--- src/rtl/core/ptdq_pkg.sv ---
// ----------------------------------------------------------------------------
// ptdq_pkg: shared types and constants for the periodic task delta timer queue
// Cell command encoding, controller states, op codes and small helpers.
// ----------------------------------------------------------------------------
package ptdq_pkg;

   localparam int SLOTS_DEFAULT = 8;
   localparam int DW            = 32;
   localparam int SW            = 3;

   localparam logic [1:0] OP_TICK = 2'd0;
   localparam logic [1:0] OP_ADD  = 2'd1;
   localparam logic [1:0] OP_STOP = 2'd2;

   typedef enum logic [1:0] {
      CELL_HOLD,
      CELL_INSERT,
      CELL_REMOVE,
      CELL_SETD
   } cell_op_type;

   typedef struct packed {
      cell_op_type      op;
      logic [SW-1:0]    slot;
      logic [DW-1:0]    delta;
   } cell_cmd_type;

   typedef enum logic [3:0] {
      ST_IDLE,
      ST_TICK_CHK,
      ST_RUN_ADJ,
      ST_POP,
      ST_RQ_NEXT,
      ST_STOP_FIND,
      ST_STOP_A,
      ST_STOP_B,
      ST_STOP_DEL,
      ST_ENQ_START,
      ST_ENQ_WALK,
      ST_ENQ_SETD,
      ST_ENQ_INS,
      ST_NULL
   } state_type;

   function automatic logic [DW-1:0] tick_len(input logic [3:0] t);
      logic [DW-1:0] r;
      r = DW'(1);
      if (t == 4'd2 || t == 4'd4 || t == 4'd8) begin
         r = DW'(t);
      end
      return r;
   endfunction

   function automatic logic [DW-1:0] sat_add(input logic [DW-1:0] a, input logic [DW-1:0] b);
      logic [DW:0] s;
      s = {1'b0, a} + {1'b0, b};
      return s[DW] ? {DW{1'b1}} : s[DW-1:0];
   endfunction

endpackage

--- src/rtl/core/ptdq_cell.sv ---
// ----------------------------------------------------------------------------
// ptdq_cell: one list position
// Holds a slot id and its relative delay; loads, shifts or edits on command.
// ----------------------------------------------------------------------------
module ptdq_cell #(
   parameter int IDX = 0,
   parameter int IW  = 3
) (
   input  logic                  clock,
   input  ptdq_pkg::cell_cmd_type cmd,
   input  logic [IW-1:0]         pos,
   input  logic [2:0]            left_slot,
   input  logic [31:0]           left_delta,
   input  logic [2:0]            right_slot,
   input  logic [31:0]           right_delta,
   output logic [2:0]            slot,
   output logic [31:0]           delta
);
   import ptdq_pkg::*;

   logic [SW-1:0] slot_ff, slot_in;
   logic [DW-1:0] delta_ff, delta_in;
   logic          at_pos, past_pos;

   assign at_pos   = (IW'(IDX) == pos);
   assign past_pos = (IW'(IDX) > pos);

   always_comb begin
      slot_in  = slot_ff;
      delta_in = delta_ff;
      case (cmd.op)
         CELL_INSERT: begin
            if (at_pos) begin
               slot_in  = cmd.slot;
               delta_in = cmd.delta;
            end else if (past_pos) begin
               slot_in  = left_slot;
               delta_in = left_delta;
            end
         end
         CELL_REMOVE: begin
            if (at_pos || past_pos) begin
               slot_in  = right_slot;
               delta_in = right_delta;
            end
         end
         CELL_SETD: begin
            if (at_pos) begin
               delta_in = cmd.delta;
            end
         end
         default: begin
         end
      endcase
   end

   always_ff @(posedge clock) begin
      slot_ff  <= slot_in;
      delta_ff <= delta_in;
   end

   assign slot  = slot_ff;
   assign delta = delta_ff;

endmodule

--- src/rtl/core/ptdq_chain.sv ---
// ----------------------------------------------------------------------------
// ptdq_chain: row of list cells
// Position 0 is the head; offers head reads, one indexed read and slot lookup.
// ----------------------------------------------------------------------------
module ptdq_chain #(
   parameter int SLOTS = ptdq_pkg::SLOTS_DEFAULT,
   parameter int IW    = $clog2(SLOTS),
   parameter int CW    = $clog2(SLOTS + 1)
) (
   input  logic                   clock,
   input  ptdq_pkg::cell_cmd_type cmd,
   input  logic [IW-1:0]          pos,
   input  logic [IW-1:0]          rd_idx,
   input  logic [CW-1:0]          count,
   input  logic [2:0]             key,
   output logic [31:0]            rd_delta,
   output logic [31:0]            head_delta,
   output logic [31:0]            next_delta,
   output logic [2:0]             head_slot,
   output logic                   hit,
   output logic [IW-1:0]          hit_pos
);
   import ptdq_pkg::*;

   logic [SW-1:0] cslot  [SLOTS];
   logic [DW-1:0] cdelta [SLOTS];
   logic [SLOTS-1:0] match;

   for (genvar i = 0; i < SLOTS; i++) begin : g_cell
      logic [SW-1:0] l_slot, r_slot;
      logic [DW-1:0] l_delta, r_delta;
      if (i > 0) begin : g_left
         assign l_slot  = cslot[i-1];
         assign l_delta = cdelta[i-1];
      end else begin : g_left0
         assign l_slot  = '0;
         assign l_delta = '0;
      end
      if (i < SLOTS - 1) begin : g_right
         assign r_slot  = cslot[i+1];
         assign r_delta = cdelta[i+1];
      end else begin : g_rightn
         assign r_slot  = '0;
         assign r_delta = '0;
      end
      ptdq_cell #(.IDX(i), .IW(IW)) u_cell (
         .clock       (clock),
         .cmd         (cmd),
         .pos         (pos),
         .left_slot   (l_slot),
         .left_delta  (l_delta),
         .right_slot  (r_slot),
         .right_delta (r_delta),
         .slot        (cslot[i]),
         .delta       (cdelta[i])
      );
      assign match[i] = (CW'(i) < count) && (cslot[i] == key);
   end

   always_comb begin
      hit_pos = '0;
      for (int i = 0; i < SLOTS; i++) begin
         if (match[i]) begin
            hit_pos = hit_pos | IW'(i);
         end
      end
   end

   assign hit        = |match;
   assign rd_delta   = cdelta[rd_idx];
   assign head_delta = cdelta[0];
   assign next_delta = cdelta[1];
   assign head_slot  = cslot[0];

endmodule

--- src/rtl/core/periodic_task_delta_timer_queue.sv ---
// ----------------------------------------------------------------------------
// periodic_task_delta_timer_queue: delta-list scheduler for periodic tasks
// Sequencer over a row of list cells ordered by due time.
// ----------------------------------------------------------------------------
// Usage:
//   req_* carries one transaction: op tick, add task to slot, or stop slot.
//   rsp_* returns the fired tasks of a tick in list order, last flagged on the
//   final one; a transaction that fires nothing returns one transaction with
//   rsp_fired_valid low and rsp_last high. csr_* sets the tick length.
// Sequencing:
//   One transaction is worked at a time; req_stall is high until it is done.
//   A tick checks the alarm only while one is armed; a stop looks up its
//   slot and removes it if it is queued. An add first runs the stop lookup
//   and removal, then walks the list to place the entry, with a delta fix
//   of the next entry when it lands inside the list. An expiring tick pops
//   the due entries, then runs one add walk per fired task to requeue it.
//   The walk of the insertion point moves one list position per cycle.
// Reset:
//   Synchronous; the list is empty, time and alarm are zero, tick length is 1.
// Stall:
//   rsp_* sits in an output register; while it is stalled the sequencer holds
//   before the next result, and the next request is taken once the last one
//   is registered.
// ----------------------------------------------------------------------------
module periodic_task_delta_timer_queue #(
   parameter int SLOTS = ptdq_pkg::SLOTS_DEFAULT
) (
   input  logic        clock,
   input  logic        reset,
   input  logic        req_valid,
   output logic        req_stall,
   input  logic [1:0]  req_op,
   input  logic [2:0]  req_slot,
   input  logic [31:0] req_start_delay,
   input  logic [31:0] req_interval,
   output logic        rsp_valid,
   input  logic        rsp_stall,
   output logic        rsp_fired_valid,
   output logic [2:0]  rsp_fired_slot,
   output logic        rsp_last,
   output logic [31:0] rsp_system_time,
   input  logic        csr_wr_en,
   input  logic [3:0]  csr_wr_data
);
   import ptdq_pkg::*;

   localparam int IW = $clog2(SLOTS);
   localparam int CW = $clog2(SLOTS + 1);

   state_type     state_ff, state_in;
   logic [CW-1:0] count_ff, count_in;
   logic [SW-1:0] slot_ff, slot_in;
   logic          is_add_ff, is_add_in;
   logic          requeue_ff, requeue_in;
   logic          popped_ff, popped_in;
   logic [IW-1:0] p_ff, p_in;
   logic [IW-1:0] k_ff, k_in;
   logic [DW-1:0] rem_ff, rem_in;
   logic [DW-1:0] ins_d_ff, ins_d_in;
   logic [SW-1:0] ins_slot_ff, ins_slot_in;
   logic [DW-1:0] now_ff, now_in;
   logic [DW-1:0] at_arm_ff, at_arm_in;
   logic [DW-1:0] adly_ff, adly_in;
   logic [DW-1:0] acnt_ff, acnt_in;
   logic [3:0]    tick_ff;
   logic [DW-1:0] period_ff [SLOTS];
   logic [SW-1:0] fq_ff [SLOTS];
   logic [CW-1:0] fq_cnt_ff, fq_cnt_in;
   logic          fq_push, fq_pop, period_we;

   logic          rsp_valid_ff, rsp_valid_in;
   logic          rsp_fv_ff, rsp_fv_in;
   logic [SW-1:0] rsp_slot_ff, rsp_slot_in;
   logic          rsp_last_ff, rsp_last_in;
   logic [DW-1:0] rsp_time_ff, rsp_time_in;

   cell_cmd_type  cmd;
   logic [IW-1:0] pos, rd_idx, hit_pos;
   logic [DW-1:0] rd_delta, head_delta, next_delta;
   logic [SW-1:0] head_slot;
   logic          hit;

   logic          in_take, slot_ok, emit_ok, pop_cond, has_next_p, front;
   logic [DW-1:0] elapsed, head_rem, head_adj, stop_sum, tlen;

   assign req_stall  = (state_ff != ST_IDLE);
   assign in_take    = req_valid && (state_ff == ST_IDLE);
   assign slot_ok    = (int'(req_slot) < SLOTS);
   assign emit_ok    = !rsp_valid_ff || !rsp_stall;
   assign pop_cond   = (count_ff != '0) && (head_delta == '0);
   assign has_next_p = ((CW'(p_ff) + CW'(1)) < count_ff);
   assign front      = (count_ff == '0) || (ins_d_ff < head_delta);
   assign elapsed    = now_ff - at_arm_ff;
   assign head_rem   = (elapsed > rd_delta) ? '0 : (rd_delta - elapsed);
   assign head_adj   = (elapsed >= head_delta) ? '0 : (head_delta - elapsed);
   assign stop_sum   = sat_add(rd_delta, rem_ff);
   assign tlen       = tick_len(tick_ff);
   assign period_we  = in_take && (req_op == OP_ADD) && slot_ok;

   always_comb begin
      unique case (state_ff)
         ST_STOP_A:   rd_idx = p_ff;
         ST_STOP_B:   rd_idx = p_ff + IW'(1);
         ST_ENQ_WALK,
         ST_ENQ_SETD: rd_idx = k_ff;
         default:     rd_idx = '0;
      endcase
   end

   ptdq_chain #(.SLOTS(SLOTS), .IW(IW), .CW(CW)) u_chain (
      .clock      (clock),
      .cmd        (cmd),
      .pos        (pos),
      .rd_idx     (rd_idx),
      .count      (count_ff),
      .key        (slot_ff),
      .rd_delta   (rd_delta),
      .head_delta (head_delta),
      .next_delta (next_delta),
      .head_slot  (head_slot),
      .hit        (hit),
      .hit_pos    (hit_pos)
   );

   // next state
   always_comb begin
      state_in = state_ff;
      unique case (state_ff)
         ST_IDLE: begin
            if (in_take) begin
               unique case (req_op)
                  OP_TICK: state_in = (adly_ff != '0) ? ST_TICK_CHK : ST_NULL;
                  OP_ADD,
                  OP_STOP: state_in = slot_ok ? ST_STOP_FIND : ST_NULL;
                  default: state_in = ST_NULL;
               endcase
            end
         end
         ST_TICK_CHK:
            state_in = ((acnt_ff >= adly_ff) && (count_ff != '0)) ? ST_RUN_ADJ : ST_NULL;
         ST_RUN_ADJ: state_in = ST_POP;
         ST_POP: begin
            if (!pop_cond) begin
               state_in = popped_ff ? ST_RQ_NEXT : ST_NULL;
            end
         end
         ST_RQ_NEXT: state_in = (fq_cnt_ff != '0) ? ST_ENQ_START : ST_IDLE;
         ST_STOP_FIND: begin
            if (hit) begin
               state_in = ST_STOP_A;
            end else begin
               state_in = is_add_ff ? ST_ENQ_START : ST_NULL;
            end
         end
         ST_STOP_A:   state_in = has_next_p ? ST_STOP_B : ST_STOP_DEL;
         ST_STOP_B:   state_in = ST_STOP_DEL;
         ST_STOP_DEL: state_in = is_add_ff ? ST_ENQ_START : ST_NULL;
         ST_ENQ_START: state_in = front ? ST_ENQ_INS : ST_ENQ_WALK;
         ST_ENQ_WALK: begin
            if (CW'(k_ff) < count_ff) begin
               if (rd_delta > ins_d_ff) begin
                  state_in = ST_ENQ_SETD;
               end
            end else begin
               state_in = ST_ENQ_INS;
            end
         end
         ST_ENQ_SETD: state_in = ST_ENQ_INS;
         ST_ENQ_INS:  state_in = requeue_ff ? ST_RQ_NEXT : ST_NULL;
         ST_NULL:     state_in = emit_ok ? ST_IDLE : ST_NULL;
         default:     state_in = ST_IDLE;
      endcase
   end

   // datapath and outputs
   always_comb begin
      count_in    = count_ff;
      slot_in     = slot_ff;
      is_add_in   = is_add_ff;
      requeue_in  = requeue_ff;
      popped_in   = popped_ff;
      p_in        = p_ff;
      k_in        = k_ff;
      rem_in      = rem_ff;
      ins_d_in    = ins_d_ff;
      ins_slot_in = ins_slot_ff;
      now_in      = now_ff;
      at_arm_in   = at_arm_ff;
      adly_in     = adly_ff;
      acnt_in     = acnt_ff;
      fq_cnt_in   = fq_cnt_ff;
      fq_push     = 1'b0;
      fq_pop      = 1'b0;
      cmd.op      = CELL_HOLD;
      cmd.slot    = ins_slot_ff;
      cmd.delta   = ins_d_ff;
      pos         = '0;
      rsp_valid_in = rsp_valid_ff && rsp_stall;
      rsp_fv_in   = rsp_fv_ff;
      rsp_slot_in = rsp_slot_ff;
      rsp_last_in = rsp_last_ff;
      rsp_time_in = rsp_time_ff;

      unique case (state_ff)
         ST_IDLE: begin
            if (in_take) begin
               requeue_in  = 1'b0;
               slot_in     = req_slot;
               is_add_in   = (req_op == OP_ADD);
               ins_slot_in = req_slot;
               if (req_start_delay != '0) begin
                  ins_d_in = req_start_delay;
               end else if (req_interval != '0) begin
                  ins_d_in = req_interval;
               end else begin
                  ins_d_in = DW'(1);
               end
               if (req_op == OP_TICK) begin
                  now_in = now_ff + tlen;
                  if (adly_ff != '0) begin
                     acnt_in = acnt_ff + tlen;
                  end
               end
            end
         end
         ST_RUN_ADJ: begin
            cmd.op    = CELL_SETD;
            cmd.delta = head_adj;
            popped_in = 1'b0;
         end
         ST_POP: begin
            if (pop_cond) begin
               if (emit_ok) begin
                  cmd.op       = CELL_REMOVE;
                  count_in     = count_ff - CW'(1);
                  fq_push      = 1'b1;
                  fq_cnt_in    = fq_cnt_ff + CW'(1);
                  popped_in    = 1'b1;
                  rsp_valid_in = 1'b1;
                  rsp_fv_in    = 1'b1;
                  rsp_slot_in  = head_slot;
                  rsp_last_in  = !((count_ff > CW'(1)) && (next_delta == '0));
                  rsp_time_in  = now_ff;
               end
            end else if (popped_ff && (count_ff != '0)) begin
               adly_in   = head_delta;
               acnt_in   = '0;
               at_arm_in = now_ff;
            end
         end
         ST_RQ_NEXT: begin
            if (fq_cnt_ff != '0) begin
               fq_pop      = 1'b1;
               fq_cnt_in   = fq_cnt_ff - CW'(1);
               ins_slot_in = fq_ff[0];
               ins_d_in    = period_ff[IW'(fq_ff[0])];
               requeue_in  = 1'b1;
            end
         end
         ST_STOP_FIND: begin
            p_in = hit_pos;
         end
         ST_STOP_A: begin
            rem_in = (p_ff == '0) ? head_rem : rd_delta;
         end
         ST_STOP_B: begin
            cmd.op    = CELL_SETD;
            cmd.delta = stop_sum;
            pos       = p_ff + IW'(1);
            if (p_ff == '0) begin
               adly_in   = stop_sum;
               acnt_in   = '0;
               at_arm_in = now_ff;
            end
         end
         ST_STOP_DEL: begin
            cmd.op   = CELL_REMOVE;
            pos      = p_ff;
            count_in = count_ff - CW'(1);
         end
         ST_ENQ_START: begin
            if (front) begin
               if (count_ff != '0) begin
                  cmd.op    = CELL_SETD;
                  cmd.delta = head_delta - ins_d_ff;
               end
               adly_in   = ins_d_ff;
               acnt_in   = '0;
               at_arm_in = now_ff;
               k_in      = '0;
            end else begin
               ins_d_in = ins_d_ff - head_delta;
               k_in     = IW'(1);
            end
         end
         ST_ENQ_WALK: begin
            if ((CW'(k_ff) < count_ff) && !(rd_delta > ins_d_ff)) begin
               ins_d_in = ins_d_ff - rd_delta;
               k_in     = k_ff + IW'(1);
            end
         end
         ST_ENQ_SETD: begin
            cmd.op    = CELL_SETD;
            cmd.delta = rd_delta - ins_d_ff;
            pos       = k_ff;
         end
         ST_ENQ_INS: begin
            cmd.op   = CELL_INSERT;
            pos      = k_ff;
            count_in = count_ff + CW'(1);
         end
         ST_NULL: begin
            if (emit_ok) begin
               rsp_valid_in = 1'b1;
               rsp_fv_in    = 1'b0;
               rsp_slot_in  = '0;
               rsp_last_in  = 1'b1;
               rsp_time_in  = now_ff;
            end
         end
         default: begin
         end
      endcase
   end

   always_ff @(posedge clock) begin
      if (reset) begin
         state_ff     <= ST_IDLE;
         count_ff     <= '0;
         fq_cnt_ff    <= '0;
         popped_ff    <= 1'b0;
         requeue_ff   <= 1'b0;
         is_add_ff    <= 1'b0;
         now_ff       <= '0;
         at_arm_ff    <= '0;
         adly_ff      <= '0;
         acnt_ff      <= '0;
         tick_ff      <= 4'd1;
         rsp_valid_ff <= 1'b0;
      end else begin
         state_ff     <= state_in;
         count_ff     <= count_in;
         fq_cnt_ff    <= fq_cnt_in;
         popped_ff    <= popped_in;
         requeue_ff   <= requeue_in;
         is_add_ff    <= is_add_in;
         now_ff       <= now_in;
         at_arm_ff    <= at_arm_in;
         adly_ff      <= adly_in;
         acnt_ff      <= acnt_in;
         rsp_valid_ff <= rsp_valid_in;
         if (csr_wr_en) begin
            tick_ff <= csr_wr_data;
         end
      end
   end

   always_ff @(posedge clock) begin
      slot_ff     <= slot_in;
      p_ff        <= p_in;
      k_ff        <= k_in;
      rem_ff      <= rem_in;
      ins_d_ff    <= ins_d_in;
      ins_slot_ff <= ins_slot_in;
      rsp_fv_ff   <= rsp_fv_in;
      rsp_slot_ff <= rsp_slot_in;
      rsp_last_ff <= rsp_last_in;
      rsp_time_ff <= rsp_time_in;
      if (period_we) begin
         period_ff[IW'(req_slot)] <= (req_interval == '0) ? DW'(1) : req_interval;
      end
   end

   // fired queue: push at the fill mark, drain from the front
   always_ff @(posedge clock) begin
      for (int i = 0; i < SLOTS; i++) begin
         if (fq_pop) begin
            if (i < SLOTS - 1) begin
               fq_ff[i] <= fq_ff[i+1];
            end
         end else if (fq_push && (CW'(i) == fq_cnt_ff)) begin
            fq_ff[i] <= head_slot;
         end
      end
   end

   assign rsp_valid       = rsp_valid_ff;
   assign rsp_fired_valid = rsp_fv_ff;
   assign rsp_fired_slot  = rsp_slot_ff;
   assign rsp_last        = rsp_last_ff;
   assign rsp_system_time = rsp_time_ff;

endmodule

--- config.mk ---
export PLATFORM = sky130hd
export DESIGN_NAME = periodic_task_delta_timer_queue
export DESIGN_NICKNAME = d
export VERILOG_FILES = /design/src/rtl/core/ptdq_pkg.sv /design/src/rtl/core/ptdq_cell.sv /design/src/rtl/core/ptdq_chain.sv /design/src/rtl/core/periodic_task_delta_timer_queue.sv
export SDC_FILE = /design/constraint.sdc
export NUM_CORES = 2
export LEC_CHECK = 0
export ABC_AREA = 1
export BUFFER_PORTS_ARGS = -buffer_cell sky130_fd_sc_hd__buf_2
export CORE_UTILIZATION = 45
export CTS_CLUSTER_SIZE = 24
export DETAILED_ROUTE_END_ITERATION = 6
export PLACE_DENSITY = 0.68
export SLEW_MARGIN = 20
export SYNTH_ARGS = -nofsm -noshare
export SYNTH_HDL_FRONTEND = slang
export SYNTH_SLANG_ARGS = --single-unit
--- constraint.sdc ---
create_clock -name clock -period 9.6 [get_ports clock]
set_input_delay 1.92 -clock clock [delete_from_list [all_inputs] [get_ports clock]]
set_output_delay 1.92 -clock clock [all_outputs]
set_load 0.02 [all_outputs]
=== Word-level counts from Yosys, hierarchy flattened ===
Memory sizes are Yosys's and may differ from the RTL's.
Cells that the tools add are included.

* Register bits after elaboration: 541
* Latch bits: 0
* Output and inout port bits: 39
* RAM bits: 280
* Input bits: 78
* Memories kept: 2
* Bits in read-only memories: 0
* Word-level logic and storage cells: 489

* Shift operators: 0
* Order comparisons: 25
* Multiply operators: 0
* Divide/modulo/power cells: 0
* Reduce and logical (&&, ||, !) cells: 103
* Bitwise operators: 8
* $add $sub $neg: 17
* Equality and inequality tests: 81
* Mux-type cells: 213

{| class="wikitable"
|+ Memories
! memory !! depth !! bits a word !! rd ports !! clocked after Yosys merged registers in !! write ports !! line !! source
|-
| period_ff || 8 || 32 || 1 || 0 || 1 || periodic_task_delta_timer_queue.sv:66 || <nowiki>logic [DW-1:0] period_ff [SLOTS];</nowiki>
|-
| fq_ff || 8 || 3 || 8 || 0 || 7 || periodic_task_delta_timer_queue.sv:67 || <nowiki>logic [SW-1:0] fq_ff [SLOTS];</nowiki>
|}

{| class="wikitable"
|+ Operators by type and width
! operator !! number
|-
| $mux 32 || 64
|-
| $pmux 32 s3 || 10
|-
| $pmux 32 s4 || 3
|-
| $sub 32x32->32 || 7
|-
| $mux 3 || 41
|-
| $bmux 32 s3 || 1
|-
| $logic_not 32->1 || 3
|-
| $reduce_bool 32->1 || 3
|-
| $mux 4 || 18
|-
| $pmux 3 s2 || 11
|-
| $add 32x32->32 || 2
|-
| $ge 32x32->1 || 2
|-
| $gt 32x32->1 || 2
|-
| $pmux 32 s2 || 1
|-
| $pmux 4 s14 || 1
|-
| $ne 2x2->1 const B || 27
|-
| $mux 1 || 46
|-
| $reduce_and 4->1 || 10
|-
| $reduce_and 3->1 || 13
|-
| $add 32x32->33 || 1
|-
| $lt 32x32->1 || 1
|-
| $eq 4x4->1 const B || 7
|-
| $ne 3x3->1 const B || 9
|-
| $eq 3x3->1 || 8
|-
| other kinds (50) || 156
|}

=== Logic depth before layout (Yosys ltp) ===
* Depth after elaboration: 12
* Gate-level depth with buffers: 37

=== Hierarchy ===
From an unflattened synthesis, not the netlist that was laid out.

* Cell total of the unflattened synthesis: 9085
* Area, all modules: 63459.6 um^2

{| class="wikitable"
|+ Modules (own cells, without submodules)
! module !! seq. area each (um^2) !! cells each !! area each (um^2) !! instances
|-
| periodic_task_delta_timer_queue || 14764.2 || 5201 || 39776.9 || 1
|-
| ptdq_chain || 0.0 || 658 || 2860.2 || 1
|-
| ptdq_cell at u_chain.g_cell[7].u_cell || 1051.0 || 415 || 2753.9 || 1
|-
| ptdq_cell at u_chain.g_cell[5].u_cell || 1051.0 || 405 || 2635.0 || 1
|-
| ptdq_cell at u_chain.g_cell[4].u_cell || 1051.0 || 409 || 2607.5 || 1
|-
| ptdq_cell at u_chain.g_cell[0].u_cell || 1051.0 || 405 || 2601.2 || 1
|-
| ptdq_cell at u_chain.g_cell[1].u_cell || 1051.0 || 406 || 2571.2 || 1
|-
| ptdq_cell at u_chain.g_cell[6].u_cell || 1051.0 || 406 || 2562.5 || 1
|-
| ptdq_cell at u_chain.g_cell[3].u_cell || 1051.0 || 403 || 2552.4 || 1
|-
| ptdq_cell at u_chain.g_cell[2].u_cell || 1051.0 || 377 || 2538.7 || 1
|}

=== Worst setup path before layout ===
No wires, ideal clock.

* Path type: register to register
* Start: reg state_ff[3]
* End: reg ins_d_ff[0], enable pin
* Setup slack: -0.500 ns
* Path buffers: 5
* Setup time: 0.594 ns
* Cell stages (with the launch flop): 29
* Arrival: 9.506 ns
* Cell sequence: dfxtp_1 > inv_2 > nand2_2 > nor2_2 > nand2_1 > nand3_2 > buf_6 > buf_2 > clkbuf_1 > clkbuf_1 > nand2_1 > a32o_1 > nand2_1 > nand2_1 > inv_1 > ha_1 > clkbuf_1 > nand2_1 > nor2_1 > nor2_1 > inv_1 > a21oi_1 > inv_1 > nand2_1 > o211ai_1 > nand2_1 > a32o_1 > a21oi_1 > a2111oi_0

* Cells in the longest elaborated chain, start to end: 12
* Elaborated cells between the ends (all ways): 23
* Those cells by class: order compare (1); eq/ne (10); mux (4); bitwise (1); reduce/logical (7)

{| class="wikitable"
|+ Ends and longest elaborated chain
! item !! line !! source
|-
| start: declaration || periodic_task_delta_timer_queue.sv:50 || <nowiki>state_type state_ff, state_in;</nowiki>
|-
| start signal: assignment || periodic_task_delta_timer_queue.sv:341 || <nowiki>state_ff <= state_in;</nowiki>
|-
| $eq 4x4->1 (on tied branches) || periodic_task_delta_timer_queue.sv:101, periodic_task_delta_timer_queue.sv:204 ||
|-
| $reduce_or 2->1 || periodic_task_delta_timer_queue.sv:101 || <nowiki>unique case (state_ff)</nowiki>
|-
| $pmux 3 s3 || periodic_task_delta_timer_queue.sv:101 ||
|-
| $not 3->4 (not written as such) || ptdq_chain.sv:70 || <nowiki>assign rd_delta = cdelta[rd_idx];</nowiki>
|-
| $bmux 32 s3 || ptdq_chain.sv:70 ||
|-
| $mux 32 (not written as such) (2 in a row) || ptdq_chain.sv:70 ||
|-
| $gt 32x32->1 || periodic_task_delta_timer_queue.sv:297 || <nowiki>if ((CW'(k_ff) < count_ff) && !(rd_delta > ins_d_ff)) begin</nowiki>
|-
| $logic_not 1->1 || periodic_task_delta_timer_queue.sv:297 ||
|-
| $logic_and 1x1->1 || periodic_task_delta_timer_queue.sv:297 ||
|-
| $ne 2x2->1 (no line) || -- ||
|-
| $reduce_and 5->1 (no line) (*) || -- ||
|-
| end signal: assignment || periodic_task_delta_timer_queue.sv:363 || <nowiki>ins_d_ff <= ins_d_in;</nowiki>
|-
| end: declaration || periodic_task_delta_timer_queue.sv:59 || <nowiki>logic [DW-1:0] ins_d_ff, ins_d_in;</nowiki>
|}

Every way passes the cells marked *; elsewhere a longest branch is shown, timed or not. The select of a mux whose other input is x is not followed.
A chain may end at the register's enable or synchronous reset.

=== Worst setup path after layout ===
* Start: reg state_ff[3]
* End: reg u_chain.g_cell[1].u_cell.delta_ff[24] (data pin)

* Cells in the longest elaborated chain, start to end: 12
* Elaborated cells between the ends (all ways): 30
* Those cells by class: add/sub (2); eq/ne (13); mux (11); bitwise (1); reduce/logical (3)

{| class="wikitable"
|+ Ends and longest elaborated chain
! item !! line !! source
|-
| $eq 4x4->1 (on tied branches) || periodic_task_delta_timer_queue.sv:101, periodic_task_delta_timer_queue.sv:204 ||
|-
| $reduce_or 2->1 || periodic_task_delta_timer_queue.sv:101 ||
|-
| $pmux 3 s3 || periodic_task_delta_timer_queue.sv:101 ||
|-
| $not 3->4 (not written as such) || ptdq_chain.sv:70 ||
|-
| $bmux 32 s3 || ptdq_chain.sv:70 ||
|-
| $mux 32 (not written as such) (2 in a row) || ptdq_chain.sv:70 ||
|-
| $add 32x32->33 || ptdq_pkg.sv:56 || <nowiki>s = {1'b0, a} + {1'b0, b};</nowiki>
|-
| $mux 32 || ptdq_pkg.sv:57 || <nowiki>return s[DW] ? {DW{1'b1}} : s[DW-1:0];</nowiki>
|-
| $pmux 32 s4 || periodic_task_delta_timer_queue.sv:204 || <nowiki>unique case (state_ff)</nowiki>
|-
| $mux 32 (on tied branches) || ptdq_cell.sv:48, ptdq_cell.sv:33 ||
|-
| $pmux 32 s3 (*) || ptdq_cell.sv:31 || <nowiki>case (cmd.op)</nowiki>
|-
| via u_chain.g_cell[1].u_cell.delta_in[24] || ptdq_cell.sv:22 || <nowiki>logic [DW-1:0] delta_ff, delta_in;</nowiki>
|-
| end signal: assignment || ptdq_cell.sv:59 || <nowiki>delta_ff <= delta_in;</nowiki>
|-
| end: declaration || ptdq_cell.sv:22 ||
|}

The timed path passes the listed nets; every way through them passes the cells marked *. The select of a mux whose other input is x is not followed.

==> flow_metrics.env <==
export IMPL_violations="design-rule violations"
export IMPL_period_share_pct=79.06
export IMPL_hold_violations=0
export IMPL_clock_latency_ns=0.76
export IMPL_layout_nets=8311
export IMPL_grt_usage_pct=40.09
export IMPL_grt_overflow_total=0
export IMPL_remaining_drc_errors=1
export IMPL_clock_skew_ns=0.07604
export IMPL_worst_path_largest_cell_delay_ns=0.74
export IMPL_async_flop_share_pct=0
export IMPL_cts_tree="done"
export IMPL_cts_setup_buffers=0
export IMPL_slew_headroom_pct=1.893
export IMPL_synth_fp_nets=8359
export IMPL_htreeDepth=3
export IMPL_drv_slew=0
export IMPL_grt_pass1_wl_mm=386.0
export IMPL_synth_area_leaders="edfxtp_1 (34%), nand2_1 (12%), a21oi_1 (6.6%)"
export IMPL_outcome="finished with violations"
export IMPL_dieArea_um2=133200
export IMPL_vias_per_cell=6.077
export IMPL_area_growth_pct=9.477
export IMPL_layout_common_cells="nand2_1 (1,945), inv_1 (900), a21oi_1 (776)"
export IMPL_gp_congestion=1.081
export IMPL_drtIter0Drc=7854
export IMPL_ys_flop_type="edfxtp_1"
export IMPL_worst_path_buf_inv=6
export IMPL_core_um2=130100
export IMPL_fin_crit_ns=7.590
export IMPL_min_path_type="flop to flop"
export IMPL_cpMaxStageDelayCell="inv_2"
export IMPL_cts_buffer_depth=3
export IMPL_layout_commonest_cell="nand2_1"
export IMPL_grt_antenna_before_repair=13
export IMPL_yosysSeqAreaShare_pct=39.07
export IMPL_cp_start_kind="flop"
export IMPL_avgRoutedWirePerCell_um=27.97
export IMPL_final_setup_tns_ns=0
export IMPL_worst_pin_slew_ns=1.472
export IMPL_dr_pass1_iters=7
export IMPL_yosysTopAreaCellShare_pct=34.08
export IMPL_cp_required_ns=10.08
export IMPL_hpwl_mm=205.8
export IMPL_syn_area_per_cell_um2=7.437
export IMPL_setup_viol=0
export IMPL_start_util_pct=45.57
export IMPL_drive_gt1_share_pct=7.284
export IMPL_clk_pin_slew_ns=0.07
export IMPL_cap_violations=0
export IMPL_path_common_cell="nand2_1"
export IMPL_grt_pass1_vias=54610
export IMPL_crit_type="flop to flop"
export IMPL_worstPathArrival_ns=8.07
export IMPL_yosysTopAreaCell="edfxtp_1"
export IMPL_rows=132
export IMPL_ys_ff_latch=821
export IMPL_ctsHoldBuffers=0
export IMPL_synth_edf_count=673
export IMPL_rsz0062_at_grt="no"
export IMPL_path_delay_family="simple AND/OR/NAND/NOR gates"
export IMPL_grt_max_degree=193
export IMPL_fp_dieW_um=365.0
export IMPL_fp_dieH_um=365.0
export IMPL_min_delay_start="at_arm_ff[17]$_SDFFE_PP0P_"
export IMPL_syn_area_um2=59300
export IMPL_numPortBuffers=116
export IMPL_worst_path_max_fanout=47
export IMPL_setup_worst_path_end_class="flop"
export IMPL_ant_nets=0
export IMPL_cts_root_buf="clkbuf_16"
export IMPL_wirelength_mm=272.8
export IMPL_yosysWarnings=0
export IMPL_startpoint="state_ff[3]$_SDFFE_PP0P_"
export IMPL_r2r_start="state_ff[3]$_SDFFE_PP0P_"
export IMPL_io_pins=117
export IMPL_num_vias=59260
export IMPL_cts_resized=0
export IMPL_cts_sinks=821
export IMPL_numCtsBuffers=95
export IMPL_synth_cells=7974
export IMPL_synth_cell_types=64
export IMPL_max_freq_mhz=131.8
stage by stage:
step	area [um^2]	hold slack (ns)	cells	worst slack, ns	util, %
finish	64920	0.4613	9752	2.010	49.89
global route	64910	0.4871	9748	1.499	49.88
CTS	64910	0.4641	9746	2.168	49.87
detailed placement	61690	0.4448	9571	2.268	47.40
global placement	61690	0.4463	9571	2.373	47.40
floorplan	59300	0.4264	7974	1.072	-
registers in the layout, indices dropped and copies added, names as in the netlist, 3 cells and up:
register and flops:
acnt_ff 32, adly_ff 32, at_arm_ff 32, count_ff 4, fq_cnt_ff 4, fq_ff 24, ins_d_ff 32, ins_slot_ff 3
k_ff 3, now_ff 32, p_ff 3, period_ff 256, rem_ff 32, rsp_fired_slot 3, rsp_system_time 32, slot_ff 3
state_ff 4, tick_ff 4, u_chain.g_cell.u_cell.delta 256, u_chain.g_cell.u_cell.slot 24
final cells by class:
type / instances / area (um^2)
fillers: 13030 / 65220
multi-input cells: 5843 / 31370
flip-flops and latches: 821 / 23170
inverters: 940 / 3532
clock buffers: 113 / 2475
well taps: 1742 / 2180
repair buffers: 225 / 1436
clock inverters: 62 / 740.7
diodes: 6 / 15.01
logic make-up (layout without fill, tap and decap cells):
logic type      count (synthesis)  in the layout  share of synthesized area, %
fa+ha+maj                     307            307                         6.604
compound gates               2130           2130                         20.80
simple gates                 3261           3261                         22.87
buf+inv                      1310           1340                         8.513
flops                         821            821                         39.07
other cells                     0              6                             0
xor+xnor                      145            145                         2.141
synth_stat cells, drive strengths merged, types with 87 or more instances:
| master | count |
|---|---|
| ha | 297 |
| nand3 | 286 |
| o21ai | 733 |
| dfxtp | 148 |
| edfxtp | 673 |
| nand2 | 1982 |
| a21oi | 783 |
| clkbuf | 303 |
| nor3 | 105 |
| o22ai | 124 |
| inv | 934 |
| xor2 | 94 |
| nor2 | 705 |
| a21boi | 87 |
worst paths after layout:
kind                                                  endpoint  slack, ns  cells past startpoint
hold / removal                      at_arm_ff[17]$_SDFFE_PP0P_       0.46                      2
hold reg to reg                     at_arm_ff[17]$_SDFFE_PP0P_       0.46                      2
setup reg to reg  u_chain.g_cell[1].u_cell.delta[24]$_DFFE_PP_       2.01                     28
setup / recovery  u_chain.g_cell[1].u_cell.delta[24]$_DFFE_PP_       2.01                     28
worst reg2reg max path, delay by kind of cell (launching register included):
family	cells	cell delay, ns
simple gates	13	2.51
buf+inv	6	1.91
compound gates	7	1.69
fa+ha+maj	2	0.74
flops	1	0.45
per-layer routing:
metal  global-route usage [%]  part of all wire (%)  vias up
met2                    61.72                    44     3407
met1                    52.90                    41    28210
met3                    6.786                   9.0      610
li1                         -                     -    27020
met4                    23.67                   6.8       14
met5                        0                 0.032        -
Power is left out: the tool's default activity adds up to more than one toggle a clock period on the data nets, which glitch-free logic cannot reach.
